===== config.mk =====
export PLATFORM = sky130hd
export DESIGN_NAME = beat_tone_generator
export DESIGN_NICKNAME = d
export VERILOG_FILES = /design/src/rtl/core/btg_pkg.sv /design/src/rtl/core/btg_div.sv /design/src/rtl/core/beat_tone_generator.sv
export VERILOG_INCLUDE_DIRS = /design/src /design/src/rtl/core
export SDC_FILE = /design/constraint.sdc
export NUM_CORES = 2
export LEC_CHECK = 0
export BUFFER_PORTS_ARGS = -buffer_cell sky130_fd_sc_hd__buf_4
export CAP_MARGIN = 0
export CORE_MARGIN = 2
export CORE_UTILIZATION = 50
export DETAILED_ROUTE_END_ITERATION = 8
export PLACE_DENSITY = 0.71
export SETUP_SLACK_MARGIN = 0.05
export SLEW_MARGIN = 20
export SYNTH_ARGS = -nofsm -noshare
export SYNTH_HDL_FRONTEND = slang
export SYNTH_SLANG_ARGS = --single-unit

===== constraint.sdc =====
create_clock -name clk -period 19.66 [get_ports clk]
set_clock_uncertainty 0.2 [all_clocks]
set_input_delay 0.983 -clock clk [delete_from_list [all_inputs] [get_ports clk]]
set_output_delay 0.983 -clock clk [all_outputs]
set_load 0.05 [all_outputs]

===== src/rtl/core/beat_tone_generator_assert.svh =====
// ----------------------------------------------------------------------------
// Beat tone generator assertion macros
// Concurrent checks clocked on clk and disabled while rst_n is low.
// ----------------------------------------------------------------------------
`ifndef BEAT_TONE_GENERATOR_ASSERT_SVH
`define BEAT_TONE_GENERATOR_ASSERT_SVH
`ifndef ASSERT_OFF
`define BTG_ASSERT_IMP(label, ante, cons) \
    label: assert property (@(posedge clk) disable iff (!rst_n) (ante) |-> (cons)) \
        else $error("beat tone generator check failed");
`define BTG_ASSERT_NXT(label, ante, cons) \
    label: assert property (@(posedge clk) disable iff (!rst_n) (ante) |=> (cons)) \
        else $error("beat tone generator check failed");
`else
`define BTG_ASSERT_IMP(label, ante, cons)
`define BTG_ASSERT_NXT(label, ante, cons)
`endif
`endif


===== src/rtl/core/btg_pkg.sv =====
// ----------------------------------------------------------------------------
// Beat tone generator package
// Sequencer states, register indexes, mixing constants and the sine table.
// ----------------------------------------------------------------------------
`timescale 1ns / 1ps

package btg_pkg;

    typedef enum logic [4:0] {
        ST_IDLE,
        ST_SWC_MUL,
        ST_SWC_DIV,
        ST_SWB_MUL,
        ST_SWB_DIV,
        ST_SIN,
        ST_TONE_MUL,
        ST_TONE_ACC,
        ST_ISO_SIN,
        ST_ISO_COS,
        ST_ISO_RAISE,
        ST_ISO_GATE,
        ST_ISO_FACT,
        ST_ISO_ROUND,
        ST_ISO_ACC,
        ST_INC_DIV,
        ST_OUT_L_MUL,
        ST_OUT_L,
        ST_OUT_R_MUL,
        ST_OUT_R,
        ST_DONE
    } state_t;

    typedef struct packed {
        logic busy;
        logic done;
    } div_status_t;

    localparam logic [2:0] CFG_CARRIER_START   = 3'd0;
    localparam logic [2:0] CFG_CARRIER_END     = 3'd1;
    localparam logic [2:0] CFG_BEAT_START      = 3'd2;
    localparam logic [2:0] CFG_BEAT_END        = 3'd3;
    localparam logic [2:0] CFG_BEAT_MODE       = 3'd4;
    localparam logic [2:0] CFG_HARMONIC_LAYERS = 3'd5;
    localparam logic [2:0] CFG_LOUDNESS_GAIN   = 3'd6;
    localparam logic [2:0] CFG_SAMPLE_RATE     = 3'd7;

    localparam logic [1:0] MODE_BINAURAL   = 2'd0;
    localparam logic [1:0] MODE_MONAURAL   = 2'd1;
    localparam logic [1:0] MODE_ISOCHRONIC = 2'd2;

    localparam logic [15:0] CARRIER_MIN  = 16'd6400;
    localparam logic [15:0] CARRIER_MAX  = 16'd64000;
    localparam logic [15:0] BEAT_MAX     = 16'd40960;
    localparam logic [15:0] BEAT_ISO_MIN = 16'd103;
    localparam logic [21:0] HARM_MIN     = 22'd102400;
    localparam logic [21:0] HARM_MAX     = 22'd4096000;
    localparam logic [16:0] MONO_WEIGHT  = 17'd24904;
    localparam logic [16:0] ISO_WEIGHT   = 17'd40632;
    localparam logic [16:0] GATE_FLOOR   = 17'd7864;
    localparam logic [16:0] GATE_SPAN    = 17'd57672;

    function automatic logic [14:0] quarter_sine(input logic [4:0] idx);
        logic [14:0] v;
        case (idx)
            5'd0:    v = 15'd0;
            5'd1:    v = 15'd3212;
            5'd2:    v = 15'd6393;
            5'd3:    v = 15'd9512;
            5'd4:    v = 15'd12540;
            5'd5:    v = 15'd15447;
            5'd6:    v = 15'd18205;
            5'd7:    v = 15'd20788;
            5'd8:    v = 15'd23170;
            5'd9:    v = 15'd25330;
            5'd10:   v = 15'd27246;
            5'd11:   v = 15'd28899;
            5'd12:   v = 15'd30274;
            5'd13:   v = 15'd31357;
            5'd14:   v = 15'd32138;
            5'd15:   v = 15'd32610;
            5'd16:   v = 15'd32767;
            default: v = 15'd0;
        endcase
        return v;
    endfunction

    // Quarter-wave table with linear interpolation, phase left-aligned to 32 bits
    function automatic logic signed [15:0] sine_q15(input logic [31:0] p);
        logic [30:0] w;
        logic [4:0]  idx;
        logic [15:0] fr;
        logic [14:0] lo;
        logic [14:0] hi;
        logic [11:0] d;
        logic [27:0] dp;
        logic [15:0] v;
        w = {1'b0, p[29:0]};
        if (p[30])
        begin
            w = 31'h4000_0000 - w;
        end
        idx = w[30:26];
        fr  = w[25:10];
        lo  = quarter_sine(idx);
        hi  = quarter_sine(idx + 5'd1);
        d   = 12'(hi - lo);
        dp  = 28'(d) * 28'(fr);
        if (idx >= 5'd16)
        begin
            v = 16'd32767;
        end
        else
        begin
            v = {1'b0, lo} + 16'(dp >> 16);
        end
        return p[31] ? -signed'(v) : signed'(v);
    endfunction

    function automatic logic [16:0] layer_weight(input logic [1:0] layers,
                                                 input logic [1:0] col);
        logic [16:0] w;
        case ({layers, col})
            4'b01_00: w = 17'd47186;
            4'b10_00: w = 17'd43781;
            4'b10_01: w = 17'd3405;
            4'b11_00: w = 17'd42467;
            4'b11_01: w = 17'd3303;
            4'b11_10: w = 17'd1416;
            default:  w = 17'd0;
        endcase
        return w;
    endfunction

endpackage


===== src/rtl/core/btg_div.sv =====
// ----------------------------------------------------------------------------
// Beat tone generator divider
// Restoring unsigned divider, one quotient bit per cycle.
// ----------------------------------------------------------------------------
`timescale 1ns / 1ps

module btg_div #(
    parameter int NUM_W = 54,
    parameter int DEN_W = 28
) (
    input  logic                      clk,
    input  logic                      rst_n,
    input  logic                      start,
    input  logic [NUM_W-1:0]          num,
    input  logic [DEN_W-1:0]          den,
    output btg_pkg::div_status_t      status,
    output logic [NUM_W-1:0]          quot
);
    import btg_pkg::*;

    localparam int CNT_W = $clog2(NUM_W + 1);

    logic [CNT_W-1:0] cnt_reg;
    logic [CNT_W-1:0] cnt_next;
    logic             busy_reg;
    logic             busy_next;
    logic             done_reg;
    logic             done_next;
    logic [DEN_W-1:0] rem_reg;
    logic [DEN_W-1:0] rem_next;
    logic [NUM_W-1:0] q_reg;
    logic [NUM_W-1:0] q_next;
    logic [DEN_W-1:0] den_reg;
    logic [DEN_W-1:0] den_next;
    logic [DEN_W:0]   trial;
    logic             ge;

    assign trial = {rem_reg, q_reg[NUM_W-1]};
    assign ge    = trial >= {1'b0, den_reg};

    always_comb
    begin
        cnt_next  = cnt_reg;
        busy_next = busy_reg;
        done_next = 1'b0;
        rem_next  = rem_reg;
        q_next    = q_reg;
        den_next  = den_reg;
        if (start)
        begin
            cnt_next  = CNT_W'(NUM_W);
            busy_next = 1'b1;
            rem_next  = '0;
            q_next    = num;
            den_next  = den;
        end
        else if (busy_reg)
        begin
            // shift the next numerator bit in, subtract where it fits
            rem_next = ge ? DEN_W'(trial - {1'b0, den_reg}) : trial[DEN_W-1:0];
            q_next   = {q_reg[NUM_W-2:0], ge};
            cnt_next = cnt_reg - 1'b1;
            if (cnt_reg == CNT_W'(1))
            begin
                busy_next = 1'b0;
                done_next = 1'b1;
            end
        end
    end

    always_ff @(posedge clk or negedge rst_n)
    begin
        if (!rst_n)
        begin
            cnt_reg  <= '0;
            busy_reg <= 1'b0;
            done_reg <= 1'b0;
        end
        else
        begin
            cnt_reg  <= cnt_next;
            busy_reg <= busy_next;
            done_reg <= done_next;
        end
    end

    always_ff @(posedge clk)
    begin
        rem_reg <= rem_next;
        q_reg   <= q_next;
        den_reg <= den_next;
    end

    assign status.busy = busy_reg;
    assign status.done = done_reg;
    assign quot        = q_reg;

endmodule


===== src/rtl/core/beat_tone_generator.sv =====
// ----------------------------------------------------------------------------
// Beat tone generator
// Stereo binaural, monaural and isochronic tones with swept carrier and beat.
// ----------------------------------------------------------------------------
//  channel | handshake            | payload
//  in      | in_valid / in_ready  | action, sample_index, frame_length
//  out     | out_valid / out_ready| left_sample, right_sample
//  cfg     | cfg_valid / cfg_ready| cfg_index, cfg_data (always ready)
//
//  The time a sample word takes is set mostly by the shared restoring divider
//  that forms both sweep quotients and every phase increment (2 to 4 of them),
//  one bit per cycle. A clear-phase word or a zero sample rate skips the
//  divider and goes straight to the output register.
//  in_ready drops for the whole of a word; a finished result waits in the
//  output register while the next word is taken.
`timescale 1ns / 1ps

module beat_tone_generator #(
    parameter int PHASE_BITS          = 32,
    parameter int MAX_FRAME_LENGTH    = 4096,
    parameter int MAX_HARMONIC_LAYERS = 3
) (
    input  logic               clk,
    input  logic               rst_n,
    input  logic               in_valid,
    output logic               in_ready,
    input  logic               action,
    input  logic [11:0]        sample_index,
    input  logic [12:0]        frame_length,
    output logic               out_valid,
    input  logic               out_ready,
    output logic signed [15:0] left_sample,
    output logic signed [15:0] right_sample,
    input  logic               cfg_valid,
    output logic               cfg_ready,
    input  logic [2:0]         cfg_index,
    input  logic [17:0]        cfg_data
);
    import btg_pkg::*;

`include "beat_tone_generator_assert.svh"

    localparam int NUM_W = PHASE_BITS + 22;
    localparam int DEN_W = 28;
    localparam logic [12:0] NMAX = (MAX_FRAME_LENGTH > 8191) ? 13'd8191
                                                             : 13'(MAX_FRAME_LENGTH);
    localparam logic [1:0] LAYERS_CAP = 2'(MAX_HARMONIC_LAYERS);
    localparam logic [PHASE_BITS-1:0] QUARTER = PHASE_BITS'(1) << (PHASE_BITS - 2);

    // configuration
    logic [15:0] carrier_start_reg;
    logic [15:0] carrier_end_reg;
    logic [15:0] beat_start_reg;
    logic [15:0] beat_end_reg;
    logic [1:0]  beat_mode_reg;
    logic [1:0]  harmonic_layers_reg;
    logic [14:0] loudness_gain_reg;
    logic [17:0] sample_rate_reg;

    // control
    state_t      state_reg;
    state_t      state_next;
    logic [1:0]  slot_reg;
    logic [1:0]  slot_next;
    logic        launch_reg;
    logic        launch_next;
    logic        out_valid_reg;
    logic        out_valid_next;
    logic [PHASE_BITS-1:0] phase_reg [4];
    logic [PHASE_BITS-1:0] phase_next [4];

    // datapath
    logic [11:0]        idx_reg;
    logic [11:0]        idx_next;
    logic [12:0]        nm1_reg;
    logic [12:0]        nm1_next;
    logic [19:0]        car_reg;
    logic [19:0]        car_next;
    logic [15:0]        beat_reg;
    logic [15:0]        beat_next;
    logic signed [15:0] sin_reg;
    logic signed [15:0] sin_next;
    logic signed [15:0] c_reg;
    logic signed [15:0] c_next;
    logic signed [32:0] acc_l_reg;
    logic signed [32:0] acc_l_next;
    logic signed [32:0] acc_r_reg;
    logic signed [32:0] acc_r_next;
    logic signed [50:0] prod_reg;
    logic signed [50:0] prod_next;
    logic signed [15:0] res_l_reg;
    logic signed [15:0] res_l_next;
    logic signed [15:0] res_r_reg;
    logic signed [15:0] res_r_next;
    logic signed [15:0] left_sample_reg;
    logic signed [15:0] right_sample_reg;

    // combinational helpers
    logic        is_iso;
    logic        is_mono;
    logic        is_bin;
    logic [1:0]  lay_eff;
    logic [1:0]  last_slot;
    logic [15:0] cs_cl;
    logic [15:0] ce_cl;
    logic [15:0] bs_cl;
    logic [15:0] be_cl;
    logic [19:0] sw_s;
    logic [19:0] sw_e;
    logic signed [20:0] sw_diff;
    logic [20:0] sw_q;
    logic signed [20:0] sw_sq;
    logic [19:0] sw_res;
    logic [12:0] n_sat;
    logic [12:0] n_m1;
    logic [21:0] car3;
    logic [21:0] fifth_raw;
    logic [21:0] octave_raw;
    logic [21:0] f_sel;
    logic [PHASE_BITS-1:0] phase_sel;
    logic [PHASE_BITS-1:0] sine_arg;
    logic signed [15:0] sine_val;
    logic [16:0] raised_full;
    logic [16:0] factor;
    logic [16:0] tone_w;
    logic [1:0]  w_col;
    logic        prod_neg;
    logic [50:0] prod_mag;
    logic [50:0] r16;
    logic [50:0] r30;
    logic signed [15:0] g_val;
    logic signed [22:0] out_val;
    logic signed [15:0] out_sat;
    logic signed [32:0] mul_a;
    logic signed [17:0] mul_b;
    logic signed [50:0] mul_p;
    logic        in_div;
    logic        div_start;
    logic [NUM_W-1:0] div_num;
    logic [DEN_W-1:0] div_den;
    logic [NUM_W-1:0] div_quot;
    div_status_t div_stat;
    logic        accept;
    logic        out_load;

    assign accept    = in_valid && in_ready;
    assign in_ready  = (state_reg == ST_IDLE);
    assign cfg_ready = 1'b1;
    assign out_valid    = out_valid_reg;
    assign left_sample  = left_sample_reg;
    assign right_sample = right_sample_reg;
    assign out_load = (state_reg == ST_DONE) && (!out_valid_reg || out_ready);

    // mode decode; the unused mode plays binaural
    assign is_iso  = (beat_mode_reg == MODE_ISOCHRONIC);
    assign is_mono = (beat_mode_reg == MODE_MONAURAL);
    assign is_bin  = !is_iso && !is_mono;

    always_comb
    begin
        lay_eff = (harmonic_layers_reg == 2'd0) ? 2'd1 : harmonic_layers_reg;
        if (lay_eff > LAYERS_CAP)
        begin
            lay_eff = LAYERS_CAP;
        end
    end
    assign last_slot = is_bin ? lay_eff : 2'd1;

    // clamp the sweep end points
    always_comb
    begin
        cs_cl = (carrier_start_reg < CARRIER_MIN) ? CARRIER_MIN :
                ((carrier_start_reg > CARRIER_MAX) ? CARRIER_MAX : carrier_start_reg);
        ce_cl = (carrier_end_reg < CARRIER_MIN) ? CARRIER_MIN :
                ((carrier_end_reg > CARRIER_MAX) ? CARRIER_MAX : carrier_end_reg);
        bs_cl = (beat_start_reg > BEAT_MAX) ? BEAT_MAX : beat_start_reg;
        be_cl = (beat_end_reg > BEAT_MAX) ? BEAT_MAX : beat_end_reg;
        if (is_iso && bs_cl < BEAT_ISO_MIN)
        begin
            bs_cl = BEAT_ISO_MIN;
        end
        if (is_iso && be_cl < BEAT_ISO_MIN)
        begin
            be_cl = BEAT_ISO_MIN;
        end
    end

    always_comb
    begin
        if (state_reg == ST_SWC_MUL || state_reg == ST_SWC_DIV)
        begin
            sw_s = {cs_cl, 4'b0};
            sw_e = {ce_cl, 4'b0};
        end
        else
        begin
            sw_s = 20'(bs_cl);
            sw_e = 20'(be_cl);
        end
    end
    assign sw_diff = signed'({1'b0, sw_e}) - signed'({1'b0, sw_s});
    assign sw_q    = (nm1_reg == 13'd0) ? 21'd0 : div_quot[20:0];
    assign sw_sq   = prod_neg ? -signed'(sw_q) : signed'(sw_q);
    assign sw_res  = 20'(signed'({1'b0, sw_s}) + sw_sq);

    // frame length and index saturation
    always_comb
    begin
        n_sat = (frame_length == 13'd0) ? 13'd1 : frame_length;
        if (n_sat > NMAX)
        begin
            n_sat = NMAX;
        end
        n_m1 = n_sat - 13'd1;
    end

    // tone frequencies, Q.10 Hz
    assign car3       = 22'(car_reg) + 22'({car_reg, 1'b0});
    assign fifth_raw  = car3 >> 1;
    assign octave_raw = 22'({car_reg, 1'b0});
    always_comb
    begin
        case (slot_reg)
            2'd0:    f_sel = is_iso ? 22'(car_reg) : 22'(car_reg) - 22'(beat_reg >> 1);
            2'd1:    f_sel = is_iso ? 22'(beat_reg) : 22'(car_reg) + 22'(beat_reg >> 1);
            2'd2:    f_sel = (fifth_raw < HARM_MIN) ? HARM_MIN :
                             ((fifth_raw > HARM_MAX) ? HARM_MAX : fifth_raw);
            default: f_sel = (octave_raw < HARM_MIN) ? HARM_MIN :
                             ((octave_raw > HARM_MAX) ? HARM_MAX : octave_raw);
        endcase
    end

    // sine of the selected phase
    assign phase_sel = phase_reg[slot_reg];
    assign sine_arg  = (state_reg == ST_ISO_COS) ? phase_sel + QUARTER : phase_sel;
    assign sine_val  = sine_q15(32'(sine_arg) << (32 - PHASE_BITS));

    // isochronic gate terms
    assign raised_full = 17'd32768 - 17'(sin_reg);
    assign factor      = GATE_FLOOR + 17'(prod_reg[30:15]);

    assign w_col  = (slot_reg < 2'd2) ? 2'd0 : slot_reg - 2'd1;
    assign tone_w = is_mono ? MONO_WEIGHT : layer_weight(lay_eff, w_col);

    // rounding, half away from zero
    assign prod_neg = prod_reg[50];
    assign prod_mag = prod_neg ? unsigned'(-prod_reg) : unsigned'(prod_reg);
    assign r16      = (prod_mag + (51'd1 << 15)) >> 16;
    assign r30      = (prod_mag + (51'd1 << 29)) >> 30;
    assign g_val    = prod_neg ? -signed'(r16[15:0]) : signed'(r16[15:0]);
    assign out_val  = prod_neg ? -signed'(r30[22:0]) : signed'(r30[22:0]);
    assign out_sat  = (out_val > 23'sd32767) ? 16'sh7FFF :
                      ((out_val < -23'sd32768) ? 16'sh8000 : out_val[15:0]);

    // shared multiplier
    always_comb
    begin
        mul_a = '0;
        mul_b = '0;
        case (state_reg)
            ST_SWC_MUL, ST_SWB_MUL:
            begin
                mul_a = 33'(sw_diff);
                mul_b = signed'(18'(idx_reg));
            end
            ST_TONE_MUL:
            begin
                mul_a = 33'(sin_reg);
                mul_b = signed'({1'b0, tone_w});
            end
            ST_ISO_RAISE:
            begin
                mul_a = signed'(33'(raised_full[16:1]));
                mul_b = signed'({2'b0, raised_full[16:1]});
            end
            ST_ISO_GATE:
            begin
                mul_a = signed'(33'(prod_reg[29:15]));
                mul_b = signed'({1'b0, GATE_SPAN});
            end
            ST_ISO_FACT:
            begin
                mul_a = 33'(c_reg);
                mul_b = signed'({1'b0, factor});
            end
            ST_ISO_ROUND:
            begin
                mul_a = 33'(g_val);
                mul_b = signed'({1'b0, ISO_WEIGHT});
            end
            ST_OUT_L_MUL:
            begin
                mul_a = acc_l_reg;
                mul_b = signed'(18'(loudness_gain_reg));
            end
            ST_OUT_R_MUL:
            begin
                mul_a = acc_r_reg;
                mul_b = signed'(18'(loudness_gain_reg));
            end
            default:
            begin
                mul_a = '0;
                mul_b = '0;
            end
        endcase
    end
    assign mul_p = mul_a * mul_b;

    // divider operands
    assign div_num   = (state_reg == ST_INC_DIV) ? NUM_W'(f_sel) << PHASE_BITS
                                                 : NUM_W'(prod_mag);
    assign div_den   = (state_reg == ST_INC_DIV) ? {sample_rate_reg, 10'b0}
                                                 : DEN_W'(nm1_reg);
    assign in_div    = (state_reg == ST_SWC_DIV || state_reg == ST_SWB_DIV
                        || state_reg == ST_INC_DIV);
    assign div_start = in_div && !launch_reg;

    btg_div #(
        .NUM_W (NUM_W),
        .DEN_W (DEN_W)
    ) u_div (
        .clk    (clk),
        .rst_n  (rst_n),
        .start  (div_start),
        .num    (div_num),
        .den    (div_den),
        .status (div_stat),
        .quot   (div_quot)
    );

    // next state
    always_comb
    begin
        state_next = state_reg;
        case (state_reg)
            ST_IDLE:
            begin
                if (in_valid)
                begin
                    state_next = (action || sample_rate_reg == 18'd0) ? ST_DONE : ST_SWC_MUL;
                end
            end
            ST_SWC_MUL:   state_next = ST_SWC_DIV;
            ST_SWC_DIV:   state_next = div_stat.done ? ST_SWB_MUL : ST_SWC_DIV;
            ST_SWB_MUL:   state_next = ST_SWB_DIV;
            ST_SWB_DIV:
            begin
                if (div_stat.done)
                begin
                    state_next = is_iso ? ST_ISO_SIN : ST_SIN;
                end
            end
            ST_SIN:       state_next = ST_TONE_MUL;
            ST_TONE_MUL:  state_next = ST_TONE_ACC;
            ST_TONE_ACC:  state_next = (slot_reg == last_slot) ? ST_INC_DIV : ST_SIN;
            ST_ISO_SIN:   state_next = ST_ISO_COS;
            ST_ISO_COS:   state_next = ST_ISO_RAISE;
            ST_ISO_RAISE: state_next = ST_ISO_GATE;
            ST_ISO_GATE:  state_next = ST_ISO_FACT;
            ST_ISO_FACT:  state_next = ST_ISO_ROUND;
            ST_ISO_ROUND: state_next = ST_ISO_ACC;
            ST_ISO_ACC:   state_next = ST_INC_DIV;
            ST_INC_DIV:
            begin
                if (div_stat.done && slot_reg == last_slot)
                begin
                    state_next = ST_OUT_L_MUL;
                end
            end
            ST_OUT_L_MUL: state_next = ST_OUT_L;
            ST_OUT_L:     state_next = ST_OUT_R_MUL;
            ST_OUT_R_MUL: state_next = ST_OUT_R;
            ST_OUT_R:     state_next = ST_DONE;
            ST_DONE:      state_next = out_load ? ST_IDLE : ST_DONE;
            default:      state_next = ST_IDLE;
        endcase
    end

    // datapath and outputs
    always_comb
    begin
        slot_next   = slot_reg;
        launch_next = launch_reg;
        idx_next    = idx_reg;
        nm1_next    = nm1_reg;
        car_next    = car_reg;
        beat_next   = beat_reg;
        sin_next    = sin_reg;
        c_next      = c_reg;
        acc_l_next  = acc_l_reg;
        acc_r_next  = acc_r_reg;
        prod_next   = prod_reg;
        res_l_next  = res_l_reg;
        res_r_next  = res_r_reg;
        for (int k = 0; k < 4; k++)
        begin
            phase_next[k] = phase_reg[k];
        end

        if (div_start)
        begin
            launch_next = 1'b1;
        end
        if (div_stat.done)
        begin
            launch_next = 1'b0;
        end

        case (state_reg)
            ST_IDLE:
            begin
                if (accept)
                begin
                    idx_next   = (sample_index > n_m1[11:0] || n_m1[12]) ?
                                 ((n_m1[12]) ? sample_index : n_m1[11:0]) : sample_index;
                    nm1_next   = n_m1;
                    slot_next  = 2'd0;
                    acc_l_next = '0;
                    acc_r_next = '0;
                    res_l_next = '0;
                    res_r_next = '0;
                    if (action)
                    begin
                        for (int k = 0; k < 4; k++)
                        begin
                            phase_next[k] = '0;
                        end
                    end
                end
            end
            ST_SWC_MUL, ST_SWB_MUL, ST_TONE_MUL, ST_ISO_RAISE, ST_ISO_GATE,
            ST_ISO_FACT, ST_ISO_ROUND, ST_OUT_L_MUL, ST_OUT_R_MUL:
            begin
                prod_next = mul_p;
            end
            ST_SWC_DIV:
            begin
                if (div_stat.done)
                begin
                    car_next = sw_res;
                end
            end
            ST_SWB_DIV:
            begin
                if (div_stat.done)
                begin
                    beat_next = sw_res[15:0];
                end
            end
            ST_SIN:
            begin
                sin_next = sine_val;
            end
            ST_TONE_ACC:
            begin
                // left tone to the left, right tone to the right, layers to both; monaural to both
                if (is_mono || slot_reg != 2'd1)
                begin
                    acc_l_next = acc_l_reg + prod_reg[32:0];
                end
                if (is_mono || slot_reg != 2'd0)
                begin
                    acc_r_next = acc_r_reg + prod_reg[32:0];
                end
                slot_next = (slot_reg == last_slot) ? 2'd0 : slot_reg + 2'd1;
            end
            ST_ISO_SIN:
            begin
                c_next    = sine_val;
                slot_next = 2'd1;
            end
            ST_ISO_COS:
            begin
                sin_next = sine_val;
            end
            ST_ISO_ACC:
            begin
                acc_l_next = prod_reg[32:0];
                acc_r_next = prod_reg[32:0];
                slot_next  = 2'd0;
            end
            ST_INC_DIV:
            begin
                if (div_stat.done)
                begin
                    phase_next[slot_reg] = phase_reg[slot_reg] + div_quot[PHASE_BITS-1:0];
                    slot_next = (slot_reg == last_slot) ? 2'd0 : slot_reg + 2'd1;
                end
            end
            ST_OUT_L:
            begin
                res_l_next = out_sat;
            end
            ST_OUT_R:
            begin
                res_r_next = out_sat;
            end
            default:
            begin
                slot_next = slot_reg;
            end
        endcase
    end

    always_comb
    begin
        out_valid_next = out_valid_reg;
        if (out_load)
        begin
            out_valid_next = 1'b1;
        end
        else if (out_ready)
        begin
            out_valid_next = 1'b0;
        end
    end

    always_ff @(posedge clk or negedge rst_n)
    begin
        if (!rst_n)
        begin
            state_reg           <= ST_IDLE;
            slot_reg            <= 2'd0;
            launch_reg          <= 1'b0;
            out_valid_reg       <= 1'b0;
            for (int k = 0; k < 4; k++)
            begin
                phase_reg[k] <= '0;
            end
            carrier_start_reg   <= 16'd12800;
            carrier_end_reg     <= 16'd12800;
            beat_start_reg      <= 16'd10240;
            beat_end_reg        <= 16'd10240;
            beat_mode_reg       <= MODE_BINAURAL;
            harmonic_layers_reg <= 2'd1;
            loudness_gain_reg   <= 15'd16384;
            sample_rate_reg     <= 18'd48000;
        end
        else
        begin
            state_reg     <= state_next;
            slot_reg      <= slot_next;
            launch_reg    <= launch_next;
            out_valid_reg <= out_valid_next;
            for (int k = 0; k < 4; k++)
            begin
                phase_reg[k] <= phase_next[k];
            end
            if (cfg_valid && cfg_ready)
            begin
                case (cfg_index)
                    CFG_CARRIER_START:   carrier_start_reg   <= cfg_data[15:0];
                    CFG_CARRIER_END:     carrier_end_reg     <= cfg_data[15:0];
                    CFG_BEAT_START:      beat_start_reg      <= cfg_data[15:0];
                    CFG_BEAT_END:        beat_end_reg        <= cfg_data[15:0];
                    CFG_BEAT_MODE:       beat_mode_reg       <= cfg_data[1:0];
                    CFG_HARMONIC_LAYERS: harmonic_layers_reg <= cfg_data[1:0];
                    CFG_LOUDNESS_GAIN:   loudness_gain_reg   <= cfg_data[14:0];
                    CFG_SAMPLE_RATE:     sample_rate_reg     <= cfg_data;
                    default:             sample_rate_reg     <= sample_rate_reg;
                endcase
            end
        end
    end

    always_ff @(posedge clk)
    begin
        idx_reg   <= idx_next;
        nm1_reg   <= nm1_next;
        car_reg   <= car_next;
        beat_reg  <= beat_next;
        sin_reg   <= sin_next;
        c_reg     <= c_next;
        acc_l_reg <= acc_l_next;
        acc_r_reg <= acc_r_next;
        prod_reg  <= prod_next;
        res_l_reg <= res_l_next;
        res_r_reg <= res_r_next;
        if (out_load)
        begin
            left_sample_reg  <= res_l_reg;
            right_sample_reg <= res_r_reg;
        end
    end

    `BTG_ASSERT_IMP(a_accept_div_idle, accept, !div_stat.busy)
    `BTG_ASSERT_IMP(a_done_in_div, div_stat.done, in_div)
    `BTG_ASSERT_NXT(a_result_loaded, out_load, out_valid_reg && state_reg == ST_IDLE)
    `BTG_ASSERT_IMP(a_slot_bound, state_reg == ST_TONE_ACC || state_reg == ST_INC_DIV, slot_reg <= last_slot)

endmodule

==> results.md <==
Clocking:
- For this design, the sink count on the clock tree is 630.
- The CTS tree is yes.
- The number of buffers inserted to repair setup after CTS is 0.
- The hold buffer count at CTS is 0.
- Clock-pin slew was measured on the worst setup and hold paths at approximately 0.060 ns.
- The number of buffers on the longest clock path is 3.
- The clock tree root driver cell is sky130_fd_sc_hd__clkbuf_16.
- The later-pin clock latency in the skew report is between 0.6 and 0.7 ns.
- The number of cells upsized or downsized after cts is 0.
- The number of CTS-inserted buffers is between 70 and 80.
- The number of levels the H-tree was split into is 3.

GRT:
- In the global route stage, met3 resource usage came out at 0.0502.
- The wire length of the first global-routing pass is between 300 and 400 mm.
- met2 is the most crowded layer.
- For met2 alone, demand over resource in global routing was 0.486.
- Entering global routing, the biggest net connects 156 pins.
- The initial antenna violation count is 7.
- The remaining global-route overflow is 0.
- The global router's overall resource usage is 0.304.
- The met1 capacity usage during global routing is 0.419.
- The via count of the first global-routing pass is 56900.

Yosys:
- The most used flip-flop cell after synthesis is sky130_fd_sc_hd__edfxtp_1.
- The average footprint of a synthesized cell is approximately 9 µm².
- The cell area that synthesis handed to floorplanning was around 0.07 mm².
- The share of synthesized area in the top cell type comes to 0.199.
- The cell count after synthesis came out at 7478.
- The sequential share of the synthesized area is 0.253.
- The count of yosys warnings during synthesis is 0.
- After synthesis, the share of flip-flops with an asynchronous set or reset is 0.390.
- The number of nets in the synthesized netlist is slightly below 9000.
- The netlist uses 123 different library cells.
- The number of storage elements in the synthesis netlist is 630.
- Sorting the synthesized cells by area gives the leading types as sky130_fd_sc_hd__fa_1 (20%), sky130_fd_sc_hd__edfxtp_1 (15%), sky130_fd_sc_hd__ha_1 (8.4%), sky130_fd_sc_hd__dfrtp_1 (8.2%), sky130_fd_sc_hd__inv_1 (5.2%).
- In this run, synthesis inferred ~360 flip-flops with an integrated enable.
- The top cell type by total area after synthesis is sky130_fd_sc_hd__fa_1.

Route:
- For this block, the routed nets add up to about 210 mm of wire.
- The final route contains roughly 57000 vias.
- For this block, the initial DRC count from the detailed router was between 5000 and 6000.
- The pre-antenna-repair detailed-routing pass consisted of 8 iterations.
- The via-per-instance ratio is 6.12.
- The count of antenna-violating nets left after detailed routing is 0.
- The wire length per cell is 23.0 µm.
- The DRC violation count after routing is 0.

Layout:
- The number of nets at the end of the flow is just under 9000.
- In the final layout, the share of cells above drive strength 1 is 0.0842.
- The number of flip-flops in the largest register is between 100 and 150.
- The synthesis-to-layout area growth is 7.72%.

STA:
- The transition time at the pin with the least slew margin is approximately 1.1 ns.
- The count of pins over their slew limit is 0.
- Derived from the worst setup path, the maximum achievable clock frequency is 0.0557 GHz.
- Setup repair after global routing left no endpoint under its margin.
- The count of final setup violators is 0.
- The number of endpoints with negative hold slack in the final report came to 0.
- Measured against its own limit, the worst slew margin works out to 0.246.
- The part of the cycle the worst path needs is 0.913.
- Counting I/O delays and the setup requirement, the final critical path takes around 18 ns.
- The total negative slack is 0 ns.

Worst setup path:
- The data arrival time of the worst path is approximately 18 ns.
- In this design, the largest share of critical-path delay is due to compound AO/OA/AOI/OAI gates.
- The critical setup path kind is register to register.
- The number of buffers and inverters on the critical path is 6.
- The delay contributed by the slowest stage of the critical path is 0.94 ns.
- The master of the slowest instance on the critical path is sky130_fd_sc_hd__dfrtp_1.
- The most numerous cell on the critical path is sky130_fd_sc_hd__a21oi_1.
- The required time of the critical path is around 20 ns.
- The worst setup path is captured at a register.
- The largest fanout on the critical path is 26.
- The worst setup path is launched from a register.

Placed design:
- The weighted congestion at the end of routability-driven global placement is 1.01.
- Summed over all nets, the half-perimeter wirelength after detailed placement is around 170 mm.
- The count of input and output buffers is 85.

Die:
- The initialized floorplan defines 136 standard-cell rows.
- In this run the horizontal extent of the chip is between 300 and 400 µm.
- The core region is 0.137 mm².
- The area of the die is between 0.1 and 0.15 mm².
- The die is 376 µm tall.
- During I/O placement, the number of pins put on the boundary was a little under 90.
- For this configuration, the core starts out at a cell density of 0.503.

Flow run:
- The tool flagged a number of max-cap violations equal to 0.

Worst hold path:
- The kind of path behind the tightest hold check is primary input to asynchronous set/reset pin.

Outcome:
- The flow ran to the end, and the final reports show no timing, DRC or antenna violations.
-- routing by layer --
layer,share of wire,up-vias
li1,-,25400
met1,0.41,28400
met2,0.46,2708
met3,0.093,430
met4,0.038,8
met5,0.00028,-
-- final timing paths --
path	end	slack, ns	cells past startpoint	from
max reg2reg	sin_reg[15]$_DFFE_PP_	1.72	61	slot_reg[1]$_DFFE_PN0P_
max in group asynchronous	u_div.busy_reg$_DFF_PN0_	17.62	2	rst_n
min reg2reg	left_sample[1]$_DFFE_PP_	0.19	0	res_l_reg[1]$_SDFFCE_PN0P_
max	sin_reg[15]$_DFFE_PP_	1.72	61	slot_reg[1]$_DFFE_PN0P_
min	phase_reg[83]$_DFFE_PN0P_	0.12	1	rst_n
min in group clk	left_sample[1]$_DFFE_PP_	0.19	0	res_l_reg[1]$_SDFFCE_PN0P_
-- synthesized netlist by cell type (all sizes together) (101+ instances only) --
| cell | n |
|---|---|
| edfxtp | 356 |
| nor2 | 597 |
| a21oi | 362 |
| dfrtp | 227 |
| nor3 | 129 |
| clkbuf | 264 |
| ha | 464 |
| and2 | 116 |
| nand2 | 848 |
| mux2 | 102 |
| nand3 | 101 |
| xnor2 | 271 |
| xor2 | 165 |
| fa | 686 |
| a22o | 147 |
| inv | 951 |
| o21ai | 414 |
-- through the flow --
stage | instance area (µm²) | utilization | hold WS, ns | worst slack [ns] | std cells
final | 74300 | 0.542 | 0.116 | 1.72 | 9302
after global routing | 74300 | 0.542 | 0.186 | 0.652 | 9298
after CTS | 74300 | 0.542 | 0.162 | 1.83 | 9298
after detailed placement | 71900 | 0.524 | 0.205 | 1.86 | 9164
after global placement | 71900 | 0.524 | 0.207 | 2.13 | 9164
after floorplan | 69000 | - | 0.200 | 3.92 | 7478
-- placed cells by master (no fill, tap or decap), types with 45 or more instances in the layout --
| master | count |
|---|---|
| sky130_fd_sc_hd__nand3_1 | 101 |
| sky130_fd_sc_hd__edfxtp_1 | 356 |
| sky130_fd_sc_hd__nor2b_1 | 59 |
| sky130_fd_sc_hd__mux2_2 | 101 |
| sky130_fd_sc_hd__a21o_1 | 85 |
| sky130_fd_sc_hd__a22o_1 | 147 |
| sky130_fd_sc_hd__dfrtp_1 | 224 |
| sky130_fd_sc_hd__a21oi_1 | 359 |
| sky130_fd_sc_hd__xnor2_1 | 266 |
| sky130_fd_sc_hd__nor2_1 | 592 |
| sky130_fd_sc_hd__buf_4 | 211 |
| sky130_fd_sc_hd__o31ai_1 | 64 |
| sky130_fd_sc_hd__mux2i_1 | 53 |
| sky130_fd_sc_hd__nand2b_1 | 84 |
| sky130_fd_sc_hd__fa_1 | 686 |
| sky130_fd_sc_hd__and2_1 | 114 |
| sky130_fd_sc_hd__or3_1 | 58 |
| sky130_fd_sc_hd__a211oi_1 | 45 |
| sky130_fd_sc_hd__ha_1 | 463 |
| sky130_fd_sc_hd__nand2_1 | 844 |
| sky130_fd_sc_hd__inv_1 | 949 |
| sky130_fd_sc_hd__xor2_1 | 158 |
| sky130_fd_sc_hd__o21ai_0 | 391 |
| sky130_fd_sc_hd__clkbuf_16 | 74 |
| sky130_fd_sc_hd__nor3_1 | 122 |
-- final cells by class --
class	count	area [µm²]
clock inverters	38	430
clock buffers	96	2000
inverters	952	3570
repair buffers	213	1620
fillers	12200	62800
well taps	1794	2240
multi-input cells	5575	47000
diodes	4	10.0
flip-flops and latches	630	17400
-- logic make-up after synthesis --
family,count (synthesis),synth area share
other cells,1,0.0000543
xor+xnor,437,0.0566
simple gates,2233,0.150
fa+ha+maj,1150,0.283
buf+inv,1273,0.0706
compound gates,1567,0.152
mux,187,0.0348
flops,630,0.253
Power is left out: the tool's default activity adds up to more than one toggle a clock period on the data nets, which glitch-free logic cannot reach.
